## src/sv/kvtr_pkg.sv

```systemverilog
package kvtr_pkg;

  // Control from the sequencer to the scan unit for one cycle.
  typedef struct packed {
    logic clear;      // start a new scan
    logic cmp_en;     // a read key is present this cycle
    logic entry_vld;  // valid bit of the slot being compared
  } scan_ctl_t;

  // Flags the scan unit has gathered so far.
  typedef struct packed {
    logic hit;         // a valid slot holds the reference key
    logic free_found;  // a free slot has been seen
  } scan_stat_t;

endpackage

```

## src/sv/kvtr_scan_unit.sv

```systemverilog
module kvtr_scan_unit #(
  parameter int CAPACITY  = 16,
  parameter int KEY_WIDTH = 32
) (
  input  logic                         clk,
  input  logic                         rst_n,
  input  kvtr_pkg::scan_ctl_t          ctl,
  input  logic [$clog2(CAPACITY)-1:0]  idx,
  input  logic [KEY_WIDTH-1:0]         rd_key,
  input  logic [KEY_WIDTH-1:0]         ref_key,
  output kvtr_pkg::scan_stat_t         stat,
  output logic [$clog2(CAPACITY)-1:0]  hit_idx,
  output logic [$clog2(CAPACITY)-1:0]  free_idx,
  output logic [$clog2(CAPACITY+1)-1:0] smaller
);

  localparam int IDX_W = $clog2(CAPACITY);
  localparam int CNT_W = $clog2(CAPACITY + 1);

  logic             key_eq;
  logic             key_lt;
  logic             hit_r;
  logic             free_r;
  logic [IDX_W-1:0] hit_idx_r;
  logic [IDX_W-1:0] free_idx_r;
  logic [CNT_W-1:0] smaller_r;

  // The comparators of the block: equality for key match, less-than for rank counting.
  assign key_eq = (rd_key == ref_key);
  assign key_lt = (rd_key < ref_key);

  always_ff @(posedge clk) begin
    if (!rst_n) begin
      hit_r     <= 1'b0;
      free_r    <= 1'b0;
      smaller_r <= '0;
    end else if (ctl.clear) begin
      hit_r     <= 1'b0;
      free_r    <= 1'b0;
      smaller_r <= '0;
    end else if (ctl.cmp_en) begin
      if (ctl.entry_vld) begin
        if (key_eq && !hit_r) begin
          hit_r     <= 1'b1;
          hit_idx_r <= idx;
        end
        if (key_lt) begin
          smaller_r <= smaller_r + CNT_W'(1);
        end
      end else if (!free_r) begin
        // Slots are scanned upward, so the first free one is the lowest.
        free_r     <= 1'b1;
        free_idx_r <= idx;
      end
    end
  end

  assign stat.hit        = hit_r;
  assign stat.free_found = free_r;
  assign hit_idx         = hit_idx_r;
  assign free_idx        = free_idx_r;
  assign smaller         = smaller_r;

endmodule

```

## src/sv/key_value_table_with_rank_unit.sv

```systemverilog
// Bounded table of unique key/value pairs with insert, update, insert-or-update,
// erase, lookup and get-by-rank requests. A request is taken when start is high
// and busy is low; its single result appears on the out_ ports for exactly one
// cycle with out_valid high and must be captured then, since the receiver
// cannot stall the block. Each request walks the key memory through its one
// read port, one slot a cycle, into the comparators of the scan unit: insert,
// update, insert-or-update, erase and lookup go from the scan through a drain
// step to the execute step, and a lookup that hits adds a value-output step
// after its value read. Get by rank tries candidate slots in turn, skips free
// ones and counts smaller keys with a full walk for each valid candidate, then
// reads the value of the one that matches. An out-of-range rank or an unused
// request code answers straight from idle without raising busy. busy drops in
// the cycle the result is shown.
module key_value_table_with_rank_unit #(
  parameter int CAPACITY    = 16,
  parameter int KEY_WIDTH   = 32,
  parameter int VALUE_WIDTH = 64
) (
  input  logic                          clk,
  input  logic                          rst_n,
  input  logic                          start,
  output logic                          busy,
  input  logic [2:0]                    in_req_type,
  input  logic [KEY_WIDTH-1:0]          in_search_key,
  input  logic [VALUE_WIDTH-1:0]        in_new_value,
  input  logic [$clog2(CAPACITY)-1:0]   in_rank_index,
  output logic                          out_valid,
  output logic                          out_ok,
  output logic [KEY_WIDTH-1:0]          out_found_key,
  output logic [VALUE_WIDTH-1:0]        out_found_value,
  output logic [$clog2(CAPACITY+1)-1:0] out_item_count,
  output logic                          out_table_full
);

  localparam int IDX_W = $clog2(CAPACITY);
  localparam int CNT_W = $clog2(CAPACITY + 1);
  localparam logic [IDX_W-1:0] LAST_IDX = IDX_W'(CAPACITY - 1);

  localparam logic [2:0] REQ_INSERT = 3'd0;
  localparam logic [2:0] REQ_UPDATE = 3'd1;
  localparam logic [2:0] REQ_UPSERT = 3'd2;
  localparam logic [2:0] REQ_ERASE  = 3'd3;
  localparam logic [2:0] REQ_LOOKUP = 3'd4;
  localparam logic [2:0] REQ_RANK   = 3'd5;

  localparam logic [2:0] S_IDLE  = 3'd0;
  localparam logic [2:0] S_SCAN  = 3'd1;
  localparam logic [2:0] S_DRAIN = 3'd2;
  localparam logic [2:0] S_EXEC  = 3'd3;
  localparam logic [2:0] S_VOUT  = 3'd4;
  localparam logic [2:0] S_RCAND = 3'd5;
  localparam logic [2:0] S_RLOAD = 3'd6;
  localparam logic [2:0] S_REND  = 3'd7;

  logic [2:0]             state_r;
  logic [2:0]             req_r;
  logic [KEY_WIDTH-1:0]   key_r;
  logic [VALUE_WIDTH-1:0] val_r;
  logic [IDX_W-1:0]       rank_r;
  logic [IDX_W-1:0]       scan_addr_r;
  logic                   cmp_vld_r;
  logic [IDX_W-1:0]       cmp_idx_r;
  logic [IDX_W-1:0]       cand_r;
  logic [KEY_WIDTH-1:0]   cand_key_r;
  logic [CAPACITY-1:0]    valid_r;
  logic [CNT_W-1:0]       count_r;

  logic                   out_valid_r;
  logic                   out_ok_r;
  logic [KEY_WIDTH-1:0]   out_key_r;
  logic [VALUE_WIDTH-1:0] out_val_r;
  logic [CNT_W-1:0]       out_count_r;
  logic                   out_full_r;

  logic [KEY_WIDTH-1:0]   key_mem [CAPACITY];
  logic [VALUE_WIDTH-1:0] val_mem [CAPACITY];
  logic [KEY_WIDTH-1:0]   key_q_r;
  logic [VALUE_WIDTH-1:0] val_q_r;

  logic                   key_re;
  logic [IDX_W-1:0]       key_ra;
  logic                   key_we;
  logic                   val_re;
  logic [IDX_W-1:0]       val_ra;
  logic                   val_we;
  logic [IDX_W-1:0]       val_wa;

  kvtr_pkg::scan_ctl_t    scan_ctl;
  kvtr_pkg::scan_stat_t   scan_stat;
  logic [IDX_W-1:0]       hit_idx;
  logic [IDX_W-1:0]       free_idx;
  logic [CNT_W-1:0]       smaller;
  logic [KEY_WIDTH-1:0]   ref_key;
  logic                   is_ins;
  logic                   do_add;

  assign busy = (state_r != S_IDLE);

  assign is_ins  = (req_r == REQ_INSERT) || (req_r == REQ_UPSERT);
  assign do_add  = is_ins && !scan_stat.hit && scan_stat.free_found;
  assign ref_key = (req_r == REQ_RANK) ? cand_key_r : key_r;

  assign scan_ctl.clear     = (start && !busy) || (state_r == S_RLOAD);
  assign scan_ctl.cmp_en    = cmp_vld_r;
  assign scan_ctl.entry_vld = valid_r[cmp_idx_r];

  kvtr_scan_unit #(
    .CAPACITY  (CAPACITY),
    .KEY_WIDTH (KEY_WIDTH)
  ) u_scan (
    .clk      (clk),
    .rst_n    (rst_n),
    .ctl      (scan_ctl),
    .idx      (cmp_idx_r),
    .rd_key   (key_q_r),
    .ref_key  (ref_key),
    .stat     (scan_stat),
    .hit_idx  (hit_idx),
    .free_idx (free_idx),
    .smaller  (smaller)
  );

  // Memory port control.
  always_comb begin
    key_re = (state_r == S_SCAN) || (state_r == S_RCAND);
    key_ra = (state_r == S_SCAN) ? scan_addr_r : cand_r;
    key_we = (state_r == S_EXEC) && do_add;
    val_re = (state_r == S_EXEC) || (state_r == S_REND);
    val_ra = (state_r == S_EXEC) ? hit_idx : cand_r;
    val_we = (state_r == S_EXEC) &&
             (do_add || (scan_stat.hit &&
                         ((req_r == REQ_UPSERT) || (req_r == REQ_UPDATE))));
    val_wa = scan_stat.hit ? hit_idx : free_idx;
  end

  always_ff @(posedge clk) begin
    if (key_we) begin
      key_mem[free_idx] <= key_r;
    end
    if (key_re) begin
      key_q_r <= key_mem[key_ra];
    end
    if (val_we) begin
      val_mem[val_wa] <= val_r;
    end
    if (val_re) begin
      val_q_r <= val_mem[val_ra];
    end
  end

  // Compare pipeline: the key read at one address is compared in the following cycle.
  always_ff @(posedge clk) begin
    if (!rst_n) begin
      cmp_vld_r <= 1'b0;
    end else begin
      cmp_vld_r <= (state_r == S_SCAN);
    end
    cmp_idx_r <= scan_addr_r;
  end

  always_ff @(posedge clk) begin
    if (!rst_n) begin
      state_r     <= S_IDLE;
      valid_r     <= '0;
      count_r     <= '0;
      out_valid_r <= 1'b0;
    end else begin
      out_valid_r <= 1'b0;
      unique case (state_r)
        S_IDLE: begin
          if (start) begin
            req_r       <= in_req_type;
            key_r       <= in_search_key;
            val_r       <= in_new_value;
            rank_r      <= in_rank_index;
            scan_addr_r <= '0;
            cand_r      <= '0;
            if (in_req_type == REQ_RANK) begin
              if (CNT_W'(in_rank_index) < count_r) begin
                state_r <= S_RCAND;
              end else begin
                out_valid_r <= 1'b1;
                out_ok_r    <= 1'b0;
                out_key_r   <= '0;
                out_val_r   <= '0;
                out_count_r <= count_r;
                out_full_r  <= 1'b0;
              end
            end else if (in_req_type > REQ_RANK) begin
              out_valid_r <= 1'b1;
              out_ok_r    <= 1'b0;
              out_key_r   <= '0;
              out_val_r   <= '0;
              out_count_r <= count_r;
              out_full_r  <= 1'b0;
            end else begin
              state_r <= S_SCAN;
            end
          end
        end
        S_SCAN: begin
          scan_addr_r <= scan_addr_r + IDX_W'(1);
          if (scan_addr_r == LAST_IDX) begin
            state_r <= S_DRAIN;
          end
        end
        S_DRAIN: begin
          state_r <= (req_r == REQ_RANK) ? S_REND : S_EXEC;
        end
        S_EXEC: begin
          out_key_r  <= '0;
          out_val_r  <= '0;
          out_full_r <= 1'b0;
          state_r    <= S_IDLE;
          unique case (req_r)
            REQ_INSERT, REQ_UPSERT: begin
              if (scan_stat.hit) begin
                out_ok_r    <= (req_r == REQ_UPSERT);
                out_count_r <= count_r;
              end else if (scan_stat.free_found) begin
                valid_r[free_idx] <= 1'b1;
                count_r     <= count_r + CNT_W'(1);
                out_ok_r    <= 1'b1;
                out_count_r <= count_r + CNT_W'(1);
              end else begin
                out_ok_r    <= 1'b0;
                out_full_r  <= 1'b1;
                out_count_r <= count_r;
              end
            end
            REQ_ERASE: begin
              out_ok_r <= scan_stat.hit;
              if (scan_stat.hit) begin
                valid_r[hit_idx] <= 1'b0;
                count_r     <= count_r - CNT_W'(1);
                out_count_r <= count_r - CNT_W'(1);
              end else begin
                out_count_r <= count_r;
              end
            end
            default: begin
              // Update and lookup leave the count as it is.
              out_ok_r    <= scan_stat.hit;
              out_count_r <= count_r;
            end
          endcase
          if ((req_r == REQ_LOOKUP) && scan_stat.hit) begin
            state_r <= S_VOUT;
          end else begin
            out_valid_r <= 1'b1;
          end
        end
        S_RCAND: begin
          if (valid_r[cand_r]) begin
            state_r <= S_RLOAD;
          end else if (cand_r == LAST_IDX) begin
            state_r     <= S_IDLE;
            out_valid_r <= 1'b1;
            out_ok_r    <= 1'b0;
            out_key_r   <= '0;
            out_val_r   <= '0;
            out_count_r <= count_r;
            out_full_r  <= 1'b0;
          end else begin
            cand_r <= cand_r + IDX_W'(1);
          end
        end
        S_RLOAD: begin
          cand_key_r  <= key_q_r;
          scan_addr_r <= '0;
          state_r     <= S_SCAN;
        end
        S_REND: begin
          if (smaller == CNT_W'(rank_r)) begin
            out_key_r <= cand_key_r;
            state_r   <= S_VOUT;
          end else if (cand_r == LAST_IDX) begin
            state_r     <= S_IDLE;
            out_valid_r <= 1'b1;
            out_ok_r    <= 1'b0;
            out_key_r   <= '0;
            out_val_r   <= '0;
            out_count_r <= count_r;
            out_full_r  <= 1'b0;
          end else begin
            cand_r  <= cand_r + IDX_W'(1);
            state_r <= S_RCAND;
          end
        end
        S_VOUT: begin
          // The value read issued in the previous state is now registered.
          state_r     <= S_IDLE;
          out_valid_r <= 1'b1;
          out_ok_r    <= 1'b1;
          out_val_r   <= val_q_r;
          out_count_r <= count_r;
          out_full_r  <= 1'b0;
        end
        default: begin
          state_r <= S_IDLE;
        end
      endcase
    end
  end

  assign out_valid       = out_valid_r;
  assign out_ok          = out_ok_r;
  assign out_found_key   = out_key_r;
  assign out_found_value = out_val_r;
  assign out_item_count  = out_count_r;
  assign out_table_full  = out_full_r;

endmodule
```

## config.mk

```make
export PLATFORM = sky130hd
export DESIGN_NAME = key_value_table_with_rank_unit
export DESIGN_NICKNAME = d
export VERILOG_FILES = /design/src/sv/kvtr_pkg.sv /design/src/sv/kvtr_scan_unit.sv /design/src/sv/key_value_table_with_rank_unit.sv
export SDC_FILE = /design/constraint.sdc
export NUM_CORES = 2
export LEC_CHECK = 0
export BUFFER_PORTS_ARGS = -buffer_cell sky130_fd_sc_hd__buf_2
export CAP_MARGIN = 20
export CORE_ASPECT_RATIO = 1.2
export CORE_MARGIN = 2
export CORE_UTILIZATION = 35
export DETAILED_ROUTE_END_ITERATION = 6
export PLACE_DENSITY_LB_ADDON = 0.25
export SLEW_MARGIN = 25
export SYNTH_ARGS = -nofsm -noshare
export SYNTH_HDL_FRONTEND = slang
export SYNTH_SLANG_ARGS = --single-unit
```

## constraint.sdc

```tcl
create_clock -name clk -period 14.8 [get_ports clk]
set_input_delay 1.48 -clock clk [delete_from_list [all_inputs] [get_ports clk]]
set_output_delay 1.48 -clock clk [all_outputs]
set_load 0.01 [all_outputs]
```

* Word-level counts from Yosys, hierarchy flattened *
Memory sizes are Yosys's and may differ from the RTL's. A register that Yosys moved wholly into a read port is not among the register bits.
Cells that the tools add are included.

storage, ports and cells
  register bits = 291
  latch bits = 0
  RAM bits = 1536
  memory bits (read-only) = 0
  input bits = 106
  output and inout port bits = 105
  word-level logic and storage cells = 209
  memories kept = 2

memories
  memory   depth  bits a word  read ports  clocked after Yosys merged registers in  wr ports  line                                  RTL
  val_mem  16     64           1           1                                        1         key_value_table_with_rank_unit.sv:76  logic [VALUE_WIDTH-1:0] val_mem [CAPACITY];
  key_mem  16     32           1           1                                        1         key_value_table_with_rank_unit.sv:75  logic [KEY_WIDTH-1:0] key_mem [CAPACITY];

cells by class
  $add $sub $neg = 5
  $mul = 0
  divide/modulo/power cells = 0
  order comparisons = 9
  equal/unequal tests = 29
  shift operators = 0
  multiplexer cells = 93
  bitwise gates (word level) = 7
  reduce and logical (&&, ||, !) cells = 41

operators by type and width
  operator                                                     count
  2-to-1 mux 64 bit                                            7
  case mux 64 bit (5 select lines)                             1
  2-to-1 mux 32 bit                                            8
  case mux 32 bit (4 select lines)                             1
  2-to-1 mux 5 bit                                             10
  2-to-1 mux 16 bit                                            3
  2-to-1 mux 3 bit                                             11
  equality test 32 bit                                         1
  less-than comparator 32 bit                                  1
  2-to-1 mux 1 bit                                             32
  case mux 16 bit (2 select lines)                             1
  2-to-1 mux 4 bit                                             7
  case mux 5 bit (5 select lines)                              1
  AND reduction 5 bit                                          5
  case mux 3 bit (8 select lines)                              1
  case mux 4 bit (3 select lines)                              2
  equality test 3 bit (second input constant)                  7
  less-than comparator 4 x 5 -> 1 bit (second input constant)  4
  AND 16 bit                                                   1
  NOT 16 bit                                                   1
  bitwise OR 16 bit                                            1
  case mux 1 bit (5 select lines)                              3
  equality test 3 x 2 -> 1 bit (second input constant)         4
  inequality test 3 bit (second input constant)                4
  other kinds (29)                                             67

* Depth between registers and ports, before layout *
  depth after elaboration = 8
  mapped depth = 12
  depth with buffers taken out = 11

* Cells and area by module *
From an unflattened synthesis, not the netlist that was laid out.

unflattened totals
  cell total of the unflattened synthesis = 5187
  area, all modules = 75224.6 sq um

by module, submodules not included
  module                          instances  cells an instance  area each (sq um)  sequential area each (sq um)
  key_value_table_with_rank_unit  1          5021               73812.0            56994.7
  kvtr_scan_unit                  1          166                1412.6             380.4

* Worst setup path before layout *
OpenSTA, ideal clock, no wires.

  path type = input to register
  start = input in_rank_index[2]
  end = register out_val_r[0] (netlist: out_found_value[0]), enable pin
  setup time = 0.606 ns
  data arrival time = 7.569 ns
  data required time = 14.194 ns
  slack = 6.625 ns
  stages on the path = 7
  buffers on the path = 0
  path through = ha_1 nand2_1 o21ai_0 a21oi_1 o21ai_0 nand4_1 a211oi_1

between the ends
  cells in the longest elaborated chain, start to end = 3

RTL lines
  item                                    line                                   RTL
  start: declaration                      key_value_table_with_rank_unit.sv:26   input logic [$clog2(CAPACITY)-1:0] in_rank_index,
  less-than comparator 4 x 5 -> 1 bit     key_value_table_with_rank_unit.sv:179  if (CNT_W'(in_rank_index) < count_r) begin
  inequality test 3 bit (no source line)  -
  AND reduction 7 bit (no source line)    -
  end signal: assignment                  key_value_table_with_rank_unit.sv:295  out_val_r <= val_q_r;
  end: declaration                        key_value_table_with_rank_unit.sv:71   logic [VALUE_WIDTH-1:0] out_val_r;

No other way between the ends.
A chain may end at the register's enable or synchronous reset.

* Worst setup path after layout *
  start = register state_r[0]
  end = register val_q_r[7], read port of val_mem (data pin)

between the ends
  cells in the longest elaborated chain, start to end = 2
  elaborated cells between the ends (all ways) = 4
  those cells by class = 2 x eq/ne; 1 x mux; 1 x reduce/logical

RTL lines
  item                                                                 line                                                                          RTL
  start: declaration                                                   key_value_table_with_rank_unit.sv:55                                          logic [2:0] state_r;
  start signal: assignment                                             key_value_table_with_rank_unit.sv:208                                         state_r <= (req_r == REQ_RANK) ? S_REND : S_EXEC;
  equality test 3 x 2 -> 1 bit or equality test 3 bit (tied branches)  key_value_table_with_rank_unit.sv:128, key_value_table_with_rank_unit.sv:129
  2-to-1 mux 4 bit or logical OR 1 bit (tied branches)                 key_value_table_with_rank_unit.sv:129, key_value_table_with_rank_unit.sv:128
  end: declaration                                                     key_value_table_with_rank_unit.sv:78                                          logic [VALUE_WIDTH-1:0] val_q_r;

Several ways; a longest one is shown, not always the timed one.

==> metrics <==
Comb pwr share 11.1%; most numerous cell in the Yosys netlist edfxtp_1; top-area cell type share of the netlist area slightly below 80%; Finished Core Util about 40%; Net Count, Synth 4190; f_max 193 MHz; dpl cells slightly below 7k; switching power roughly 3200 uW; pins over their slew limit 0; Flop pwr share approximately half; WL per Instance approximately 26 um; post-CTS sizing 0; remaining antenna violation count after routing 0; hold path endpoint cand_key_r[0]; row count 184; Worst Path Required ~15 ns; clock buffer depth 3; final WL 191 mm; sequential share of the synthesized area between 70 and 80%; Initial Utilization a little over a third; Post-CTS Repair Setup Buffers 0; largest family of logic cells by synthesized area multiplexers; simple-gate area share of the yosys netlist about 6.9%; Mapped Area 73300 sq um; period utilization 35.0%; adder-cell share of the synthesized area less than 1%; Hold WC Path Type reg -> reg; P_int approximately 9400 uW; drt initial violations about 3.6k; layout cells sized above 1 20.3%; outcome completed; WP data arrival 5.76 ns; clock power share between 30% and 40%; CTS tree done; critical path class reg -> reg; worst-skew pair later-pin latency between 0.8 and 0.9 ns; initial antenna violation count 14; max cap viols 0; Primary FF master, synth edfxtp_1; final hold vios 0; H-tree levels 4; unrepaired setup endpoints after global routing no; ys async rst share 0%; mean post-synth cell area 18.1 sq um; R2R Setup Slk roughly 9.6 ns; Die H between 500 and 600 um; Final setup viols 0; Overflow after GRT 0; XOR/XNOR Fraction of Synth Area 0.119%; number of global-route vias before repair 38.7k; port bufs between 200 and 250; Sw Ratio 25.4%; crit end category register; Peak supply drop ~0.11 mV; Worst Hold Depth 0; I/O pin count 211; clock sinks about 1.9k; top post-synthesis cells by area edfxtp_1 77%, mux4_2 8.1%, nand2_1 3.5%, nand3_1 1.5%, a22oi_1 1.3%; DRC viols 0; synthesis-stage register bit count approximately 1.9k; routed vias between 30k and 40k; Die Span X 422 um; CTS Hold Bufs 0; Inserted Clock Buffers 197; crit path launch type register; CTS root buffer clkbuf_16; first-pass GRT wire length ~270 mm; clk_skew approximately 0.040 ns; post-synthesis cell count a little over 4k; Synth area leader edfxtp_1; Pleak between 0.02 and 0.03 uW; r2r worst-path depth 9; GRT Total Usage around 18%; mux cell area share after synthesis just under 9%; largest net degree at the start of global routing 183; Synth warnings 0; Non-Filler Instances 7282; HPWL after detailed placement 95.8 mm; core area between 200000 and 250000 sq um; reg2reg start state_r[0]; Synth cell types 58; routability cong. around 0.74; Power Dens Cells between 100 and 150 nW/um^2; Worst Path Max Fanout 101; Area Overhead vs Synth 14.8%; DR vias/cell 5.23; FF-to-FF End val_q_r[7]; First-pass DRT Iterations 5; Clock transition at path regs 0.06 ns; Hold Path Origin key_q_r[0]; Die ar. between 200000 and 250000 sq um; Relative slew margins approximately 28%; Sum Neg Setup Slack 0 ns; number of synthesized flops with an enable pin 1886; filler cell count 18.8k; Tmin final about 5.2 ns; actual slew at the worst max-slew pin 1.08 ns; Synth Area in Compound Gates 3.77%; nets@finish 4472; Post-synth top cells 1886 x edfxtp_1, 688 x nand2_1, 265 x mux4_2
==> area by class of cell <==
| cell class | instances | area (sq um) | share of cell area [%] |
|---|---|---|---|
| Clock buffer | 239 | 5130 | 6.09 |
| Antenna cell | 6 | 15.0 | 0.0178 |
| Clock inverter | 120 | 1000 | 1.19 |
| Sequential cell | 1923 | 57400 | 68.2 |
| Timing Repair Buffer | 297 | 1790 | 2.13 |
| Tap cell | 2790 | 3490 | 4.15 |
| Multi-Input combinational cell | 1896 | 15300 | 18.2 |
| Inverter | 11 | 43.8 | 0.0520 |
==> worst max-delay path by stage <==
stage	startpoint	endpoint	slack (ns)	depth (start not counted)
floorplan	in_rank_index[2]	out_found_value[0]	6.63	7
global placement	state_r[0]	val_q_r[7]	9.66	9
detailed placement	state_r[0]	val_q_r[7]	9.55	9
CTS	state_r[0]	val_q_r[7]	9.51	9
global route	state_r[0]	val_q_r[10]	9.13	9
finish	state_r[0]	val_q_r[7]	9.61	9
==> layer usage <==
| layer | up-vias | global-route usage [%] | share of wire, % |
|---|---|---|---|
| li1 | 16613 | - | - |
| met1 | 20029 | 23.5 | 42 |
| met2 | 1131 | 29.5 | 49 |
| met3 | 310 | 3.24 | 5.5 |
| met4 | 16 | 5.68 | 2.8 |
| met5 | - | 0 | 0.052 |
==> sequential cells by signal (all words and copies together), names as in the netlist, 16 cells and up <==
name and flops:
val_mem 1024, key_mem 512, out_found_key 32, valid_r 16
key_r 32, val_q_r 64, val_r 64, cand_key_r 32
key_q_r 32, out_found_value 64
==> per-stage QoR <==
step	power [uW]	hold slack [ns]	area (sq um)	setup slack, ns
2_1_floorplan	7380	0.407	73300	6.63
5_1_grt	13000	0.462	84200	9.13
3_3_place_gp	7920	0.444	78000	9.66
6_report	12600	0.456	84200	9.61
3_5_place_dp	7930	0.447	78000	9.55
4_1_cts	12700	0.459	84100	9.51
==> worst max-delay path, stage by stage, from the launching register on <==
cell and delay, ns:
dfxtp_1 0.70, nand2_2 0.19, nor2_4 0.42, mux2i_4 0.36, buf_12 0.51, buf_12 0.70
buf_4 0.81, mux4_2 0.59, a22oi_1 0.24, nand2_1 0.09
==> power groups by stage <==
stage	logic, uW	clock network, uW	registers, uW
6_report	1400	4760	6400
5_1_grt	1540	5070	6420
4_1_cts	1430	4870	6400
3_5_place_dp	1420	0	6510
3_3_place_gp	1410	0	6510
2_1_floorplan	929	0	6450
==> cell families after synthesis <==
kind of cell / Yosys count
AO/OA/AOI/OAI: 373
XOR/XNOR: 10
adder cells (fa/ha/maj): 40
buffers and inverters: 225
flip-flops: 1923
multiplexers: 315
AND/OR/NAND/NOR: 1158
==> cells in the final DEF, fill, tap and decap left out, types with 37 or more instances in the layout <==
cell       count
a22oi_1      128
a31oi_1       45
and2_1        70
and3_1        39
buf_2        210
buf_4         81
clkbuf_1      40
clkbuf_16    199
clkinv_1      51
clkinv_2      38
dfxtp_1       37
edfxtp_1    1886
ha_1          40
mux2i_1       38
mux4_2       265
nand2_1      687
nand3_1      217
nor2_4        41
Power figures use the tool's default switching activity.
